**src/sv/assert_macros.svh**
```systemverilog
// shared assertion macros, clocked on clk and disabled during reset
`ifndef ASSERT_MACROS_SVH
`define ASSERT_MACROS_SVH

// same-cycle implication
`define SCSD_ASSERT_IMP(lbl, clk, rst_n, ante, cons) \
  lbl: assert property (@(posedge clk) disable iff (!rst_n) (ante) |-> (cons)) \
    else $error("scsd assertion failed");

// next-cycle implication
`define SCSD_ASSERT_NXT(lbl, clk, rst_n, ante, cons) \
  lbl: assert property (@(posedge clk) disable iff (!rst_n) (ante) |=> (cons)) \
    else $error("scsd assertion failed");

`endif

```
**src/sv/scsd_pkg.sv**
```systemverilog
`default_nettype none
package scsd_pkg;

  localparam int CHANNELS       = 6;
  localparam int PIN_W          = 6;
  localparam int LIMIT_CHANNELS = 2;
  localparam int TIMER_W        = 16;
  localparam int COUNT_W        = 8;
  localparam int INTERVAL_W     = 10;
  localparam int CFG_DATA_W     = 16;
  localparam int CFG_IDX_W      = 2;

  localparam logic [TIMER_W-1:0] TIMER_MAX = {TIMER_W{1'b1}};
  localparam logic [COUNT_W-1:0] COUNT_MAX = {COUNT_W{1'b1}};

  // reset values of the configuration registers
  localparam logic [INTERVAL_W-1:0] RST_SAMPLE_INTERVAL = 10'd10;
  localparam logic [COUNT_W-1:0]    RST_SAMPLES_NEEDED  = 8'd3;
  localparam logic [TIMER_W-1:0]    RST_LIMIT_STABLE    = 16'd50;
  localparam logic [TIMER_W-1:0]    RST_PNEU_STABLE     = 16'd100;

  // configuration register indexes
  localparam logic [CFG_IDX_W-1:0] CFG_SAMPLE_INTERVAL = 2'd0;
  localparam logic [CFG_IDX_W-1:0] CFG_SAMPLES_NEEDED  = 2'd1;
  localparam logic [CFG_IDX_W-1:0] CFG_LIMIT_STABLE    = 2'd2;
  localparam logic [CFG_IDX_W-1:0] CFG_PNEU_STABLE     = 2'd3;

  // command codes
  localparam logic CMD_TICK = 1'b0;
  localparam logic CMD_INIT = 1'b1;

  typedef struct packed {
    logic             command;
    logic [PIN_W-1:0] pin_levels;
  } in_beat_t;

  typedef struct packed {
    logic [PIN_W-1:0] stable_pressed;
    logic [PIN_W-1:0] raw_pressed;
    logic [PIN_W-1:0] changed_mask;
    logic             limit_conflict;
    logic             grip_conflict;
    logic             vertical_conflict;
    logic             any_conflict;
  } out_beat_t;

  typedef struct packed {
    logic init;
    logic tick;
    logic sample;
  } lane_ctl_t;

endpackage
`default_nettype wire

```
**src/sv/scsd_lane.sv**
```systemverilog
`default_nettype none
module scsd_lane (
  input  wire logic                          clk,
  input  wire logic                          rst_n,
  input  wire scsd_pkg::lane_ctl_t           ctl,
  input  wire logic                          pressed,
  input  wire logic [scsd_pkg::TIMER_W-1:0]  stable_ms,
  input  wire logic [scsd_pkg::COUNT_W-1:0]  samples_needed,
  output logic                               raw_nxt,
  output logic                               filt_nxt,
  output logic                               changed
);

  logic                          raw_r;
  logic                          filt_r;
  logic [scsd_pkg::COUNT_W-1:0]  count_r;
  logic [scsd_pkg::COUNT_W-1:0]  count_nxt;
  logic [scsd_pkg::TIMER_W-1:0]  since_r;
  logic [scsd_pkg::TIMER_W-1:0]  since_nxt;
  logic [scsd_pkg::TIMER_W-1:0]  since_inc;
  logic [scsd_pkg::COUNT_W-1:0]  count_inc;

  assign since_inc = (since_r == scsd_pkg::TIMER_MAX) ? since_r : since_r + 1'b1;
  assign count_inc = (count_r == scsd_pkg::COUNT_MAX) ? count_r : count_r + 1'b1;

  always_comb begin
    raw_nxt   = raw_r;
    filt_nxt  = filt_r;
    count_nxt = count_r;
    since_nxt = since_r;
    if (ctl.init) begin
      raw_nxt  = pressed;
      filt_nxt = pressed;
    end else if (ctl.tick) begin
      since_nxt = since_inc;
      if (ctl.sample) begin
        if (pressed != raw_r) begin
          // raw change restarts agreement
          raw_nxt   = pressed;
          count_nxt = {{(scsd_pkg::COUNT_W-1){1'b0}}, 1'b1};
          since_nxt = '0;
        end else begin
          count_nxt = count_inc;
          if ((count_inc >= samples_needed) && (since_inc >= stable_ms)) begin
            filt_nxt = pressed;
          end
        end
      end
    end
  end

  assign changed = ctl.tick & (filt_nxt ^ filt_r);

  always_ff @(posedge clk) begin
    if (!rst_n) begin
      raw_r   <= 1'b0;
      filt_r  <= 1'b0;
      count_r <= '0;
      since_r <= '0;
    end else begin
      raw_r   <= raw_nxt;
      filt_r  <= filt_nxt;
      count_r <= count_nxt;
      since_r <= since_nxt;
    end
  end

`include "assert_macros.svh"

  `SCSD_ASSERT_NXT(a_change_restarts, clk, rst_n, ctl.tick && !ctl.init && ctl.sample && (pressed != raw_r), (count_r == 1) && (since_r == 0))
  `SCSD_ASSERT_NXT(a_init_aligns, clk, rst_n, ctl.init, raw_r == filt_r)

endmodule
`default_nettype wire

```
**src/sv/scsd_merge.sv**
```systemverilog
`default_nettype none
module scsd_merge (
  input  wire logic                         clk,
  input  wire logic                         rst_n,
  input  wire logic                         load,
  input  wire logic [scsd_pkg::PIN_W-1:0]   stable,
  input  wire logic [scsd_pkg::PIN_W-1:0]   raw,
  input  wire logic [scsd_pkg::PIN_W-1:0]   changed,
  input  wire logic                         out_ready,
  output logic                              out_valid,
  output scsd_pkg::out_beat_t               out_beat
);

  logic                 out_valid_r;
  scsd_pkg::out_beat_t  beat_r;
  scsd_pkg::out_beat_t  beat_nxt;

  always_comb begin
    beat_nxt.stable_pressed    = stable;
    beat_nxt.raw_pressed       = raw;
    beat_nxt.changed_mask      = changed;
    beat_nxt.limit_conflict    = stable[0] & stable[1];
    beat_nxt.grip_conflict     = stable[2] & stable[3];
    beat_nxt.vertical_conflict = stable[4] & stable[5];
    beat_nxt.any_conflict      = beat_nxt.limit_conflict | beat_nxt.grip_conflict
                               | beat_nxt.vertical_conflict;
  end

  always_ff @(posedge clk) begin
    if (!rst_n) begin
      out_valid_r <= 1'b0;
    end else if (load) begin
      out_valid_r <= 1'b1;
    end else if (out_ready) begin
      out_valid_r <= 1'b0;
    end
  end

  always_ff @(posedge clk) begin
    if (load) begin
      beat_r <= beat_nxt;
    end
  end

  assign out_valid = out_valid_r;
  assign out_beat  = beat_r;

`include "assert_macros.svh"

  `SCSD_ASSERT_NXT(a_load_shows, clk, rst_n, load, out_valid_r)

endmodule
`default_nettype wire

```
**src/sv/six_channel_switch_debouncer_unit.sv**
```systemverilog
// channel  | signals                          | role
// input    | in_valid, in_ready, in_beat      | one tick or init command per beat
// result   | out_valid, out_ready, out_beat   | one filtered status beat per input beat
// config   | cfg_wr_en, cfg_index, cfg_wdata  | register writes, no wait, no read-back
//
// one input beat per cycle unless stalled; each result shows in the cycle after its input beat
// all lanes update in parallel in the cycle of acceptance, the output register holds the result
// in_ready stays high while the output register is empty or being drained this cycle
// synchronous active-low reset clears timers, counts, states and config to defaults
// a stalled result holds the output register and blocks new input until it is taken
`default_nettype none
module six_channel_switch_debouncer_unit (
  input  wire logic                              clk,
  input  wire logic                              rst_n,
  input  wire logic                              in_valid,
  output logic                                   in_ready,
  input  wire scsd_pkg::in_beat_t                in_beat,
  output logic                                   out_valid,
  input  wire logic                              out_ready,
  output scsd_pkg::out_beat_t                    out_beat,
  input  wire logic                              cfg_wr_en,
  input  wire logic [scsd_pkg::CFG_IDX_W-1:0]    cfg_index,
  input  wire logic [scsd_pkg::CFG_DATA_W-1:0]   cfg_wdata
);

  // configuration registers
  logic [scsd_pkg::INTERVAL_W-1:0] interval_r;
  logic [scsd_pkg::COUNT_W-1:0]    needed_r;
  logic [scsd_pkg::TIMER_W-1:0]    limit_ms_r;
  logic [scsd_pkg::TIMER_W-1:0]    pneu_ms_r;

  // shared sample interval timer
  logic [scsd_pkg::TIMER_W-1:0]    timer_r;
  logic [scsd_pkg::TIMER_W-1:0]    timer_inc;
  logic                            sample;

  logic                            accept;
  scsd_pkg::lane_ctl_t             ctl;
  logic [scsd_pkg::PIN_W-1:0]      pressed_all;

  // per-lane results, then trimmed to the six reported channels
  logic [scsd_pkg::CHANNELS-1:0]   lane_raw;
  logic [scsd_pkg::CHANNELS-1:0]   lane_filt;
  logic [scsd_pkg::CHANNELS-1:0]   lane_chg;
  logic [scsd_pkg::PIN_W-1:0]      stable_v;
  logic [scsd_pkg::PIN_W-1:0]      raw_v;
  logic [scsd_pkg::PIN_W-1:0]      chg_v;

  assign in_ready = !out_valid || out_ready;
  assign accept   = in_valid && in_ready;

  // low level means pressed
  assign pressed_all = ~in_beat.pin_levels;

  // timer advances first, then compares against the interval
  assign timer_inc = (timer_r == scsd_pkg::TIMER_MAX) ? timer_r : timer_r + 1'b1;
  assign sample    = timer_inc >= {{(scsd_pkg::TIMER_W-scsd_pkg::INTERVAL_W){1'b0}}, interval_r};

  assign ctl.init   = accept && (in_beat.command == scsd_pkg::CMD_INIT);
  assign ctl.tick   = accept && (in_beat.command == scsd_pkg::CMD_TICK);
  assign ctl.sample = sample;

  always_ff @(posedge clk) begin
    if (!rst_n) begin
      timer_r <= '0;
    end else if (ctl.tick) begin
      timer_r <= sample ? '0 : timer_inc;
    end
  end

  always_ff @(posedge clk) begin
    if (!rst_n) begin
      interval_r <= scsd_pkg::RST_SAMPLE_INTERVAL;
      needed_r   <= scsd_pkg::RST_SAMPLES_NEEDED;
      limit_ms_r <= scsd_pkg::RST_LIMIT_STABLE;
      pneu_ms_r  <= scsd_pkg::RST_PNEU_STABLE;
    end else if (cfg_wr_en) begin
      unique case (cfg_index)
        scsd_pkg::CFG_SAMPLE_INTERVAL: interval_r <= cfg_wdata[scsd_pkg::INTERVAL_W-1:0];
        scsd_pkg::CFG_SAMPLES_NEEDED:  needed_r   <= cfg_wdata[scsd_pkg::COUNT_W-1:0];
        scsd_pkg::CFG_LIMIT_STABLE:    limit_ms_r <= cfg_wdata[scsd_pkg::TIMER_W-1:0];
        scsd_pkg::CFG_PNEU_STABLE:     pneu_ms_r  <= cfg_wdata[scsd_pkg::TIMER_W-1:0];
        default: ;
      endcase
    end
  end

  // one debounce lane per channel
  for (genvar c = 0; c < scsd_pkg::CHANNELS; c++) begin : g_lane
    logic                         lane_pressed;
    logic [scsd_pkg::TIMER_W-1:0] lane_need;

    if (c < scsd_pkg::PIN_W) begin : g_pin
      assign lane_pressed = pressed_all[c];
    end else begin : g_nopin
      // channels beyond the pin field always read released
      assign lane_pressed = 1'b0;
    end

    // limit switches use their own stable time, the shorter one at reset
    if (c < scsd_pkg::LIMIT_CHANNELS) begin : g_limit
      assign lane_need = limit_ms_r;
    end else begin : g_pneu
      assign lane_need = pneu_ms_r;
    end

    scsd_lane u_lane (
      .clk            (clk),
      .rst_n          (rst_n),
      .ctl            (ctl),
      .pressed        (lane_pressed),
      .stable_ms      (lane_need),
      .samples_needed (needed_r),
      .raw_nxt        (lane_raw[c]),
      .filt_nxt       (lane_filt[c]),
      .changed        (lane_chg[c])
    );
  end

  // missing channels report released, extra channels are dropped
  for (genvar i = 0; i < scsd_pkg::PIN_W; i++) begin : g_trim
    if (i < scsd_pkg::CHANNELS) begin : g_have
      assign stable_v[i] = lane_filt[i];
      assign raw_v[i]    = lane_raw[i];
      assign chg_v[i]    = lane_chg[i];
    end else begin : g_miss
      assign stable_v[i] = 1'b0;
      assign raw_v[i]    = 1'b0;
      assign chg_v[i]    = 1'b0;
    end
  end

  scsd_merge u_merge (
    .clk       (clk),
    .rst_n     (rst_n),
    .load      (accept),
    .stable    (stable_v),
    .raw       (raw_v),
    .changed   (chg_v),
    .out_ready (out_ready),
    .out_valid (out_valid),
    .out_beat  (out_beat)
  );

`include "assert_macros.svh"

  `SCSD_ASSERT_NXT(a_sample_clears_timer, clk, rst_n, ctl.tick && sample, timer_r == 0)

endmodule
`default_nettype wire
```
**config.mk**
```make
export PLATFORM = sky130hd
export DESIGN_NAME = six_channel_switch_debouncer_unit
export DESIGN_NICKNAME = d
export VERILOG_FILES = /design/src/sv/scsd_pkg.sv /design/src/sv/scsd_lane.sv /design/src/sv/scsd_merge.sv /design/src/sv/six_channel_switch_debouncer_unit.sv
export VERILOG_INCLUDE_DIRS = /design/src /design/src/sv
export SDC_FILE = /design/constraint.sdc
export NUM_CORES = 1
export LEC_CHECK = 0
export ABC_AREA = 1
export BUFFER_PORTS_ARGS = -buffer_cell sky130_fd_sc_hd__buf_2
export CAP_MARGIN = 20
export CELL_PAD_IN_SITES_DETAIL_PLACEMENT = 0
export CELL_PAD_IN_SITES_GLOBAL_PLACEMENT = 1
export CORE_UTILIZATION = 30
export CTS_CLUSTER_SIZE = 10
export DETAILED_ROUTE_END_ITERATION = 12
export GPL_ROUTABILITY_DRIVEN = 0
export PLACE_DENSITY = 0.67
export SYNTH_ARGS = -nofsm -noshare
export SYNTH_HDL_FRONTEND = slang
export SYNTH_SLANG_ARGS = --single-unit
```
**constraint.sdc**
```tcl
create_clock -name clk -period 3.6 [get_ports clk]
set_input_delay 0.54 -clock clk [delete_from_list [all_inputs] [get_ports clk]]
set_output_delay 0.54 -clock clk [all_outputs]
set_load 0.02 [all_outputs]
```
==> metrics.txt <==
crit path max fanout 4; Sw Share 26.05%; Post-Syn Instances 2240; Slew headroom 36.77%; Tcrit/Tclk final 95.03%; CTS tree built; syn avg cell area 7.230 um^2; clock share of power 48.5%; final core occ 36.14%; GRT Util Overall 16.50%; first-pass GRT wire length 72.28 mm; most frequent cells in the layout nand2_1, a21oi_1, inv_1; sw power 1.787 mW; number of core rows 84; reg-to-reg startpoint g_lane[1].u_lane.since_r[1]; vias in the first global route 14000; Seq/Total Area, Yosys 31.65%; worst hold path startpoint in_beat[5]; total power 6.860 mW; Min-Delay Path Class input port to register; combinational fraction of design power 9.9%; multiplexer area fraction after synthesis 0.3400%; layout cells sized above 1 16.78%; Critical Path Source Type register; critical path class register to register; pre-CTS setup slack -0.1398 ns; clock sinks 245; First-pass DRT Iterations 5; Synth Area in Compound Gates 16.27%; max-cap violations 0; crit end category register; die area 0.05491 mm^2; deepest clock path buffer count 3; Die Wd 234.3 um; I/O pin total 54; wire per inst 14.81 um; CP arrival 3.70 ns; Data required, critical path 3.88 ns; CP cell instances ha_2 > nand2_1 > nor2_2 > nand4_1 > or2_4 > nor2_2 > nand2_2 > inv_2 > nor2_1 > nand3_1 > xnor2_2 > ha_1 > nand2_2 > o21ai_1 > a21oi_2 > nand3_2 > nand2_2 > inv_1 > nand3_2 > nand2_2 > nand2_2 > nand2_2 > nand2_1 > nand3_1; EDFF count, synth 22; XOR/XNOR share of the synthesized area 5.246%; core area 0.05297 mm^2; Max Clk Rate 0.2923 GHz; Worst Tran Pin Value 0.9413 ns; cell mode on critical path nand2_2; hold slack 0.2596 ns; GRT overflow 0; n_diodes 0; CTS buffer count 34; Critical Path Max Stage Delay 0.35 ns; post-synth cell types 54; Synth Flop Type dfxtp_1; Worst R2R End u_merge.out_beat[0]; R2R Setup Slk 0.18 ns; DRT iter0 DRCs 654; setup TNS 0 ns; H-tree depth 2; yosys warns 0; slowest CP cell dfxtp_2; post-synth net total 2437; clock skew 0.01201 ns; pin count of the biggest net entering global routing 75; Cell Pwr Density 358.3 mW/mm^2; commonest non-fill, non-tap cell in the layout nand2_1; antenna violation net count after detailed routing 0; depth of the most critical reg-to-reg path 24; post-synthesis cell area 0.01619 mm^2; Synth Area in Simple Gates 25.74%; final worst slack 0.1789 ns; Lkg Pwr 8.200 nW; DRC 0; antenna violations before repair 0; vias 14690; Worst Hold Depth 2; Root Driver clkbuf_16; final WL 45.24 mm; outcome complete, no violations; Buffers on Ports 53; Final Hold Violating Endpoints 0; hold_buf cts 0; Worst IR Drop VDD 226.5 uV; Reg clk slew, reported paths 0.05 ns; fin nets 2541; area delta synth->final 18.23%; Final min period 3.421 ns; Clk Latency, worst-skew pair 0.54 ns; Post-Synth Adder-Cell Area 12.90%; largest family of logic cells by synthesized area simple AND/OR/NAND/NOR gates; Hold EP g_lane[5].u_lane.raw_r; FF+latch count, synth 245; final slew viol count 0; Final HPWL DP 32.81 mm; Setup Viol. Count Final 0; die height 234.3 um; Initial Util 30.57%; Synth async-reset ratio 0%; Avg Vias per Cell 4.809; Internal 5.073 mW; Sequential Power Share 41.6%
==> layer usage <==
| layer | routed length [um] | part of all wire, % | vias up | track usage (%) |
|---|---|---|---|---|
| met1 | 21440 | 47 | 6798 | 21.15 |
| met3 | 1506 | 3.3 | 62 | 2.189 |
| li1 | - | - | 7619 | - |
| met4 | 1038 | 2.3 | 0 | 4.940 |
| met5 | 0 | 0 | - | 0 |
| met2 | 21250 | 47 | 207 | 28.58 |
==> synth_stat cells (4+ instances only) <==
cell	instances	area share, %
nand2_1	565	13
a21oi_1	289	8.9
inv_1	247	5.7
dfxtp_1	223	28
ha_1	167	13
nor2_1	142	3.3
nand3_1	90	2.8
o21ai_0	87	2.7
xor2_1	56	3.0
nor3_1	47	1.5
xnor2_1	41	2.2
nand2_2	40	1.5
clkbuf_1	37	0.86
a21oi_2	33	1.8
nand4_1	28	1.1
edfxtp_1	22	4.1
o21a_1	13	0.60
buf_6	11	0.76
nand3_2	7	0.43
a31oi_1	6	0.23
nor4_1	6	0.23
o211ai_1	6	0.28
a21oi_4	5	0.50
nor2_2	5	0.19
a211oi_2	4	0.31
buf_1	4	0.093
mux2_2	4	0.28
nand2_4	4	0.28
nand3b_1	4	0.19
nor2_4	4	0.28
o21bai_1	4	0.19
==> worst max-delay path, delay by kind of cell (launching register included) <==
family	cells	cell delay (ns)
flip-flops	1	0.35
buffers and inverters	2	0.13
AO/OA/AOI/OAI	2	0.30
adder cells (fa/ha/maj)	2	0.44
XOR/XNOR	1	0.14
AND/OR/NAND/NOR	17	1.80
==> power by group through the flow <==
stage,clock (mW),sequential [mW],combinational [mW]
finish,3.33,2.85,0.680
global route,3.55,2.86,0.759
CTS,3.43,2.85,0.664
detailed placement,0,2.91,0.656
global placement,0,2.91,0.644
floorplan,0,2.93,0.408
==> how the worst max path moves through the flow <==
stage / cells after the start / from / end
2_1_floorplan: 23 / g_lane[1].u_lane.since_r[0] / u_merge.out_beat[0]
3_3_place_gp: 23 / g_lane[1].u_lane.since_r[1] / u_merge.out_beat[0]
3_5_place_dp: 20 / g_lane[2].u_lane.since_r[0] / u_merge.out_beat[0]
4_1_cts: 23 / g_lane[1].u_lane.since_r[1] / u_merge.out_beat[0]
5_1_grt: 23 / g_lane[5].u_lane.since_r[9] / u_merge.out_beat[0]
6_report: 24 / g_lane[1].u_lane.since_r[1] / u_merge.out_beat[0]
==> state kept, by name, summed over array words and instances, names as in the netlist <==
register,count
u_merge.out_beat,22
needed_r,8
g_lane.u_lane.since_r,96
g_lane.u_lane.filt_r,6
g_lane.u_lane.count_r,48
interval_r,10
u_merge.out_valid,1
g_lane.u_lane.raw_r,6
timer_r,16
g_lane.lane_need,32
==> stage by stage <==
| stage | instances | area (um^2) |
|---|---|---|
| after global routing | 3054 | 19150 |
| final | 3054 | 19150 |
| after CTS | 3032 | 18590 |
| after floorplan | 2240 | 16190 |
| after global placement | 2973 | 17450 |
| after detailed placement | 2973 | 17450 |
==> what timing repair did <==
item                                   4_1_cts  5_1_grt
gates resized for setup                      7      116
buffers inserted                             1       22
pin swaps                                    0       48
endpoints found under the hold margin        0        0
setup endpoints to repair                    7      117
==> area by class of cell <==
class | instances | area, um^2
Inverter | 252 | 953.4
Fill cell | 5582 | 33820
Sequential cell | 245 | 5157
Timing Repair Buffer | 126 | 892.1
Multi-Input combinational cell | 1685 | 10190
Clock inverter | 10 | 102.6
Clock buffer | 48 | 984.7
Tap cell | 688 | 860.8
==> cell families (layout without fill, tap and decap cells) <==
group	after synthesis	in the layout
XOR/XNOR	97	97
adder cells (fa/ha/maj)	167	167
buffers and inverters	310	436
flip-flops	245	245
multiplexers	5	5
AO/OA/AOI/OAI	460	460
AND/OR/NAND/NOR	956	956
Note: power is estimated with default switching activity, not from simulation.
